<file path="config.mk">
export PLATFORM = sky130hd
export DESIGN_NAME = decimal_string_to_int_saturating
export DESIGN_NICKNAME = d
export VERILOG_FILES = /design/src/sv/dstoi_pkg.sv /design/src/sv/dstoi_step.sv /design/src/sv/decimal_string_to_int_saturating.sv
export SDC_FILE = /design/constraint.sdc
export NUM_CORES = 1
export LEC_CHECK = 0
export BUFFER_PORTS_ARGS = -buffer_cell sky130_fd_sc_hd__buf_2
export CORE_AREA = 2 2 145 147
export CTS_BUF_LIST = sky130_fd_sc_hd__clkbuf_2
export CTS_CLUSTER_SIZE = 25
export DETAILED_ROUTE_END_ITERATION = 10
export DIE_AREA = 0 0 147 149
export PLACE_DENSITY = 0.54
export SETUP_SLACK_MARGIN = 0.5
export SLEW_MARGIN = 10
export SYNTH_ARGS = -nofsm -noshare
export SYNTH_HDL_FRONTEND = slang
export SYNTH_HIERARCHICAL = 1
export SYNTH_SLANG_ARGS = --single-unit
</file>
<file path="constraint.sdc">
create_clock -name clk_i -period 9.15 [get_ports clk_i]
set_input_delay 0.4575 -clock clk_i [delete_from_list [all_inputs] [get_ports clk_i]]
set_output_delay 0.4575 -clock clk_i [all_outputs]
set_load 0.05 [all_outputs]
</file>
<file path="src/sv/dstoi_pkg.sv">
// Shared types and constants for the decimal string to integer converter.
package dstoi_pkg;

  localparam int unsigned ResultBits = 32;
  localparam int unsigned MagBits    = ResultBits - 1;
  localparam int unsigned ProdBits   = MagBits + 4;

  localparam logic [7:0] CharMinus = 8'h2D;
  localparam logic [7:0] CharZero  = 8'h30;
  localparam logic [7:0] CharNine  = 8'h39;

  localparam logic [ResultBits-1:0] ValueMax = {1'b0, {MagBits{1'b1}}};
  localparam logic [ResultBits-1:0] ValueMin = {1'b1, {MagBits{1'b0}}};

  typedef enum logic [2:0] {
    PhStart  = 3'b001,
    PhDigits = 3'b010,
    PhDone   = 3'b100
  } phase_e;

  typedef struct packed {
    phase_e             phase;
    logic               negative;
    logic [MagBits-1:0] magnitude;
    logic               overflowed;
  } parse_state_t;

  localparam parse_state_t StateReset = '{
    phase:      PhStart,
    negative:   1'b0,
    magnitude:  '0,
    overflowed: 1'b0
  };

endpackage

</file>
<file path="src/sv/dstoi_step.sv">
// Per-character parser update and result formation.
module dstoi_step (
  input  dstoi_pkg::parse_state_t           st_i,
  input  logic [7:0]                        ch_i,
  input  logic                              last_i,
  output dstoi_pkg::parse_state_t           st_o,
  output logic [dstoi_pkg::ResultBits-1:0]  value_o,
  output logic                              saturated_o
);

  dstoi_pkg::parse_state_t            nxt;
  logic [3:0]                         digit;
  logic                               is_digit;
  logic [dstoi_pkg::ProdBits-1:0]     mag_ext;
  logic [dstoi_pkg::ProdBits-1:0]     prod;

  assign digit    = 4'(ch_i - dstoi_pkg::CharZero);
  assign is_digit = (ch_i >= dstoi_pkg::CharZero) && (ch_i <= dstoi_pkg::CharNine);
  assign mag_ext  = {4'b0000, st_i.magnitude};
  assign prod     = (mag_ext << 3) + (mag_ext << 1)
                  + {{(dstoi_pkg::ProdBits-4){1'b0}}, digit};

  always_comb begin
    nxt = st_i;
    priority if (st_i.phase == dstoi_pkg::PhDone) begin
      nxt = st_i;
    end else if (st_i.phase == dstoi_pkg::PhStart && ch_i == dstoi_pkg::CharMinus) begin
      nxt.negative = 1'b1;
      nxt.phase    = dstoi_pkg::PhDigits;
    end else if (is_digit) begin
      if (prod[dstoi_pkg::ProdBits-1:dstoi_pkg::MagBits] != '0) begin
        nxt.overflowed = 1'b1;
        nxt.phase      = dstoi_pkg::PhDone;
      end else begin
        nxt.magnitude = prod[dstoi_pkg::MagBits-1:0];
        nxt.phase     = dstoi_pkg::PhDigits;
      end
    end else begin
      nxt.phase = dstoi_pkg::PhDone;
    end
  end

  always_comb begin
    if (nxt.overflowed) begin
      value_o = nxt.negative ? dstoi_pkg::ValueMin : dstoi_pkg::ValueMax;
    end else if (nxt.negative) begin
      value_o = {dstoi_pkg::ResultBits{1'b0}} - {1'b0, nxt.magnitude};
    end else begin
      value_o = {1'b0, nxt.magnitude};
    end
  end

  assign saturated_o = nxt.overflowed;
  assign st_o        = last_i ? dstoi_pkg::StateReset : nxt;

endmodule

</file>
<file path="src/sv/decimal_string_to_int_saturating.sv">
// Top level of the streaming decimal string to saturating integer converter.
//
// Characters arrive one byte per item on the input channel (ch_i, last_i),
// and last_i marks the final character of a string. One result item
// (value_o, saturated_o) is produced for each string, on its final character.
// Both channels use valid and stall; an item moves when valid is high and
// stall is low.
// An accepted character is registered in the input register, then the parser
// update runs combinationally and a final character's result is registered
// in the output register. One character is taken every cycle unless the input stalls.
// The output is a register, and the input register lets characters that
// produce no result continue while a result waits. A final character stalls
// the input only while the previous result is still held by a stalled
// receiver.
// Reset empties both registers and returns the parser to the start of a
// string.
module decimal_string_to_int_saturating (
  input  logic                                 clk_i,
  input  logic                                 rst_ni,
  input  logic                                 in_valid_i,
  output logic                                 in_stall_o,
  input  logic [7:0]                           ch_i,
  input  logic                                 last_i,
  output logic                                 out_valid_o,
  input  logic                                 out_stall_i,
  output logic signed [dstoi_pkg::ResultBits-1:0] value_o,
  output logic                                 saturated_o
);

  logic                                in_valid_q;
  logic [7:0]                          ch_q;
  logic                                last_q;
  logic                                out_valid_q;
  logic [dstoi_pkg::ResultBits-1:0]    value_q;
  logic                                saturated_q;
  dstoi_pkg::parse_state_t             st_q;
  dstoi_pkg::parse_state_t             st_d;
  logic [dstoi_pkg::ResultBits-1:0]    value_d;
  logic                                saturated_d;
  logic                                out_free;
  logic                                consume;
  logic                                accept;

  dstoi_step u_step (
    .st_i        (st_q),
    .ch_i        (ch_q),
    .last_i      (last_q),
    .st_o        (st_d),
    .value_o     (value_d),
    .saturated_o (saturated_d)
  );

  assign out_free   = !out_valid_q || !out_stall_i;
  assign consume    = in_valid_q && (!last_q || out_free);
  assign in_stall_o = in_valid_q && !consume;
  assign accept     = in_valid_i && !in_stall_o;

  always_ff @(posedge clk_i or negedge rst_ni) begin
    if (!rst_ni) begin
      in_valid_q  <= 1'b0;
      out_valid_q <= 1'b0;
      st_q        <= dstoi_pkg::StateReset;
    end else begin
      if (accept) begin
        in_valid_q <= 1'b1;
      end else if (consume) begin
        in_valid_q <= 1'b0;
      end
      if (consume && last_q) begin
        out_valid_q <= 1'b1;
      end else if (!out_stall_i) begin
        out_valid_q <= 1'b0;
      end
      if (consume) begin
        st_q <= st_d;
      end
    end
  end

  always_ff @(posedge clk_i) begin
    if (accept) begin
      ch_q   <= ch_i;
      last_q <= last_i;
    end
    if (consume && last_q) begin
      value_q     <= value_d;
      saturated_q <= saturated_d;
    end
  end

  assign out_valid_o = out_valid_q;
  assign value_o     = $signed(value_q);
  assign saturated_o = saturated_q;

  a_sat_extreme : assert property (@(posedge clk_i) disable iff (!rst_ni)
    out_valid_o && saturated_o |->
      (value_q == dstoi_pkg::ValueMax || value_q == dstoi_pkg::ValueMin))
    else $error("Saturated result is not a range limit.");

  a_start_clean : assert property (@(posedge clk_i) disable iff (!rst_ni)
    st_q.phase == dstoi_pkg::PhStart |->
      (st_q.magnitude == '0 && !st_q.overflowed && !st_q.negative))
    else $error("Parser at start of string holds stale state.");

  a_ovf_done : assert property (@(posedge clk_i) disable iff (!rst_ni)
    st_q.overflowed |-> st_q.phase == dstoi_pkg::PhDone)
    else $error("Overflow did not end parsing.");

  a_result_load : assert property (@(posedge clk_i) disable iff (!rst_ni)
    consume && last_q |=> out_valid_q)
    else $error("Final character produced no result.");

  a_stall_cause : assert property (@(posedge clk_i) disable iff (!rst_ni)
    in_stall_o |-> (in_valid_q && last_q && out_valid_q && out_stall_i))
    else $error("Input stalled without a blocked result.");

endmodule
</file>
After elaboration in Yosys (flattened, before gate mapping)
Cells that the tools add are included.

Input port bits: 13. Output and inout port bits: 35. Register bits: 80.

Equal/unequal tests: 5. $lt $le $gt $ge: 2. Multiplexer cells: 17. $add $sub $neg: 4. Reduce and logical (&&, ||, !) cells: 16.

Operators with widths (number): $mux W32 (5); $mux W36 (2); $add A34 B32 Y35 (1); $add A35 B4 Y35 (1); $sub A1 B31 Y32 const A (1); $mux W31 (1); $mux W3 (3); $eq A8 B6 Y1 const B (1); $ge A8 B6 Y1 const B (1); $le A8 B6 Y1 const B (1); $logic_and A1 B1 Y1 (6); $mux W1 (6); $logic_not A1 Y1 (5); $reduce_bool A4 Y1 (1); $sub A4 B1 Y4 const B (1); $eq A3 B1 Y1 const B (1); $eq A3 B3 Y1 const B (1); $logic_or A1 B1 Y1 (2); $ne A2 B1 Y1 const B (1); $ne A2 B2 Y1 const B (1); $reduce_and A2 Y1 (1); $reduce_bool A2 Y1 (1).

Logic depth before layout (Yosys ltp)
Word-level depth: 10. Gate-level depth with buffers: 25. Depth with buffers taken out: 22.

Hierarchy
The synthesis kept the hierarchy.

Modules (own cells, without submodules): dstoi_step (instances 1, area an instance 4574.4 sq um, cells each 681); decimal_string_to_int_saturating (instances 1, area an instance 3408.3 sq um, cells each 257).

Worst setup path before layout
No wires, ideal clock.

Path type: register to register. From: register st_q[3] (netlist bit). To: register value_q (netlist bit value_o[24]), data pin. Setup slack: 3458 ps. Clock period less this slack: 5692 ps. Arrival time: 5424 ps. Library setup time: 268 ps. Stages on the path, launching flop included: 26. Required time: 8882 ps. Path through: dfrtp_1 > inv_1 > fa_1 > inv_1 > ha_1 > a211oi_1 > o211ai_2 > a31oi_1 > a211oi_1 > or3_1 > a2bb2o_2 > buf_6 > or3_1 > buf_2 > buf_2 > mux2i_1 > ha_1 > nand2_1 > or4_1 > or2_2 > nor2_1 > o21ai_0 > o41ai_4 > nand2_1 > mux2_2 > o211ai_2.

Cells in the longest elaborated chain, start to end: 10.

Ends and longest elaborated chain: start, declared (RTL line decimal_string_to_int_saturating.sv:36) `dstoi_pkg::parse_state_t st_q;`; start signal, assigned (RTL line decimal_string_to_int_saturating.sv:62) `st_q <= dstoi_pkg::StateReset;`; start signal, assigned (RTL line decimal_string_to_int_saturating.sv:75) `st_q <= st_d;`; $add A34 B32 Y35 (RTL line dstoi_step.sv:20) `assign prod = (mag_ext << 3) + (mag_ext << 1)`; $add A35 B4 Y35 (RTL line dstoi_step.sv:21) `+ {{(dstoi_pkg::ProdBits-4){1'b0}}, digit};`; $reduce_bool A4 Y1 (RTL line dstoi_step.sv:31) `if (prod[dstoi_pkg::ProdBits-1:dstoi_pkg::MagBits] != '0) begin`; $mux W31 (RTL line dstoi_step.sv:31); $mux W32 (RTL line dstoi_step.sv:30) `end else if (is_digit) begin`; $mux W32 (RTL line dstoi_step.sv:27) `end else if (st_i.phase == dstoi_pkg::PhStart && ch_i == dstoi_pkg::CharMinus) begin`; $mux W36 * (RTL line dstoi_step.sv:25) `priority if (st_i.phase == dstoi_pkg::PhDone) begin`; $sub A1 B31 Y32 (RTL line dstoi_step.sv:47) `value_o = {dstoi_pkg::ResultBits{1'b0}} - {1'b0, nxt.magnitude};`; $mux W32 (RTL line dstoi_step.sv:46) `end else if (nxt.negative) begin`; $mux W32 * (RTL line dstoi_step.sv:44) `if (nxt.overflowed) begin`; net value_d, one bit (RTL line decimal_string_to_int_saturating.sv:38) `logic [dstoi_pkg::ResultBits-1:0] value_d;`; end signal, assigned (RTL line decimal_string_to_int_saturating.sv:86) `value_q <= value_d;`; end, declared (RTL line decimal_string_to_int_saturating.sv:34) `logic [dstoi_pkg::ResultBits-1:0] value_q;`.

The timed path passes the listed nets; every way through them passes the cells marked *. The select of a mux whose other input is x is not followed. A chain may end at the register's enable or synchronous reset.

Final worst setup path
From: register st_q[3] (netlist bit). To: register value_q (netlist bit value_o[30]), data pin.

Same word-level chain as after synthesis.

==> summary.txt <==
Clocking
  • Clock latency on the worst-skew pair: 0.65 ns
  • Clock Tree Root: clkbuf_2
  • # Post-CTS Setup Buffers: 0
  • CTS Buf Count: 9
  • Clock buffer depth: 2
  • Sink Count: 80
  • H-tree levels: 3
  • Clock slew at reported path FFs: 0.29 ns
  • CTS tree: done

Synthesis
  • Post-Syn Area per Cell: 8.510 um^2
  • Synthesized flop and latch total: 80
  • Cell Area, Synth: 7983 um^2
  • Post-synth EDFFs: 42
  • Cells after synthesis: 938
  • Syn Nets: 1015
  • Share of synthesized registers carrying an async set or reset: 0.4750
  • Ys flop type: edfxtp_1
  • Yosys cell types: 80
  • Synth warn: 6
  • Register area share after synthesis: 0.2773

Place
  • GP Congestion: 0.8941
  • Port Buffers: 47
  • HPWL after DPL: 17020 um
  • Pre-CTS setup slack: 2.848 ns
  • DP Area: 8308 um^2

Cells and area
  • Syn-to-layout area delta: 6.834%
  • Fin util: 0.4149
  • # nets final: 1030
  • Fill count: 2116
  • Fin area: 8528 um^2
  • Share of cells above drive strength 1: 0.1388

Timing
  • Clock Skews: 0.04760 ns
  • Fin. Hold Viols: 0
  • Count of final setup violators: 0
  • Final worst slack: 2.765 ns
  • Post-route minimum period: 6.385 ns
  • Slew margin rel.: 0.2937
  • Measured slew at the worst slew-check pin: 1.059 ns
  • FMAX: 156.6 MHz
  • Max Slew Vio Count: 0
  • Setup TNS: 0 ns
  • Final Cycle Share: 0.6978
  • RSZ-0062 raised after global routing: no

Floorplanning
  • CORE AREA: 20560 um^2
  • Core Rows: 53
  • Starting Density: 0.3883
  • Die W: 147 um
  • Ports: 48
  • Die area: 21900 um^2
  • DIE HEIGHT: 149 um

Route
  • Drt drc: 0
  • DR top layer: met4
  • Routed len/inst: 19.69 um
  • Routed wl met3: 1153 um
  • Post-Route WL: 24300 um
  • Wl on met1: 11570 um
  • DR WL met2: 11130 um
  • DRT Pass-1 Iters: 5
  • Avg Vias per Cell: 5.979
  • Routed vias: 7378
  • Initial DRC count: 605
  • Detail Route Antenna Nets: 0

Power and ir drop
  • Peak supply drop: 0.07192 mV
  • Pwr Density: 88.06 nW/um^2
  • Total chip power: 751.0 uW
  • Leak pwr: 3.856 nW

Setup path
  • Worst Path Required: 9.67 ns
  • Highest fanout seen on the critical path: 10
  • Crit path arrival time: 6.91 ns
  • Crit path kind: reg -> reg
  • CP Capture Type: flip-flop
  • CP Launch Type: flip-flop

GRT
  • Total track usage: 0.2251
  • Number of global-route vias before repair: 6884
  • Aggregate global routing overflow: 0
  • Global-route wire length before repair: 39200 um
  • Antenna violations before repair: 0
  • Largest net degree at the start of global routing: 76

Status
  • Status: complete, no violations

Hold path
  • Hold Path Class: in -> reg

Run
  • # Max-Cap Violations: 0
power breakdown:
| group | switching (mW) | internal [mW] | total, mW |
|---|---|---|---|
| clock network | 0.154 | 0.0412 | 0.195 |
| logic | 0.112 | 0.0444 | 0.156 |
| registers | 0.00668 | 0.393 | 0.400 |
cell families (layout without fill, tap and decap cells):
group	after synthesis	after routing	share of synthesized area
compound gates	250	250	0.2346
xor+xnor	36	36	0.03950
fa+ha+maj	64	64	0.1022
buf+inv	86	106	0.05455
flops	80	80	0.2773
mux	35	35	0.04436
other cells	0	1	0
simple gates	387	387	0.2475
synth_stat cells, types with 6 or more instances:
| master | count | area (um^2) |
|---|---|---|
| nor3_1 | 23 | 115.1 |
| nor2_1 | 80 | 300.3 |
| or4_1 | 7 | 52.55 |
| o211ai_1 | 17 | 127.6 |
| a31oi_1 | 10 | 62.56 |
| a21oi_1 | 61 | 305.3 |
| a211oi_1 | 6 | 45.04 |
| o21ai_1 | 9 | 45.04 |
| nor4_1 | 11 | 68.82 |
| xor2_1 | 15 | 131.4 |
| nand4_1 | 45 | 281.5 |
| buf_6 | 8 | 90.09 |
| nand3_1 | 19 | 95.09 |
| dfrtp_1 | 37 | 925.9 |
| mux2i_1 | 32 | 320.3 |
| ha_1 | 62 | 775.7 |
| inv_1 | 22 | 82.58 |
| o211ai_2 | 32 | 400.4 |
| clkbuf_1 | 24 | 90.09 |
| nand2_1 | 107 | 401.6 |
| a21o_1 | 14 | 105.1 |
| or3_1 | 16 | 100.1 |
| edfxtp_1 | 42 | 1261 |
| xnor2_1 | 21 | 183.9 |
| o21a_1 | 7 | 52.55 |
| buf_2 | 25 | 125.1 |
| nand2b_1 | 43 | 269.0 |
| o21ai_0 | 40 | 200.2 |
worst max-delay path: stages, from the launching register on:
cell,delay (ns)
dfrtp_1,0.51
inv_1,0.11
fa_1,0.55
inv_1,0.06
ha_1,0.30
a211oi_1,0.39
o211ai_2,0.18
a31oi_1,0.28
a211oi_1,0.13
or3_1,0.31
a2bb2o_2,0.35
or3_1,0.55
mux2i_1,0.34
ha_1,0.32
nand2_1,0.13
nor4_1,0.66
nand3b_1,0.21
o41ai_4,0.37
o21ai_1,0.14
or3_1,0.32
nand3_1,0.08
registers in the layout, summed over array words and instances (netlist names):
register,flops
st_q,36
value_o,32
ch_q,8
in_valid_q,1
last_q,1
out_valid_o,1
saturated_o,1
path summary, 6_finish.rpt:
kind                            slack, ns   startpoint  depth (start not counted)     endpoint
worst max-delay path                 2.76      st_q[3]                         20  value_o[30]
worst min-delay path                 0.44  out_stall_i                          3  out_valid_o
worst max register to register       2.76      st_q[3]                         20  value_o[30]
worst min register to register       0.56     st_q[33]                          2     st_q[33]
max in group asynchronous            7.97       rst_ni                          2      st_q[3]
min in group asynchronous            0.49       rst_ni                          2  out_valid_o
what timing repair did:
item | CTS | global route
hold endpoints to repair | 45 | 0
gates resized for setup | 0 | 0
hold buffers | 11 | 0
through the flow:
stage	std cells	hold WS, ns
6_report	1234	0.4422
5_1_grt	1233	0.4216
4_1_cts	1233	0.3859
3_5_place_dp	1206	0.5282
3_3_place_gp	1206	0.5324
2_1_floorplan	938	0.1619
cells in the final DEF (no fill, tap or decap), drive strengths merged, types with 21 or more instances in the layout:
master    n
ha       62
nor2     80
o21ai    50
buf      57
nand4    45
nand2   107
xnor2    21
mux2i    32
inv      26
dfrtp    37
a21oi    63
o211ai   49
edfxtp   42
nor3     24
nand2b   43
layout make-up:
type	count	area (um^2)	area share
multi-input combinational	772	5356	0.6281
sequential	80	2215	0.2597
timing repair buffer	68	420.4	0.04930
tap	275	344.1	0.04035
inverter	22	82.58	0.009683
clock inverter	7	62.56	0.007336
clock buffer	9	45.04	0.005282
antenna	1	2.502	0.0002934
layer usage:
layer / up-vias / track usage
met5: - / 0
met4: 0 / 0.05769
met3: 33 / 0.03578
met2: 218 / 0.3582
met1: 3594 / 0.3204
li1: 3533 / -
Power figures use the tool's default switching activity.
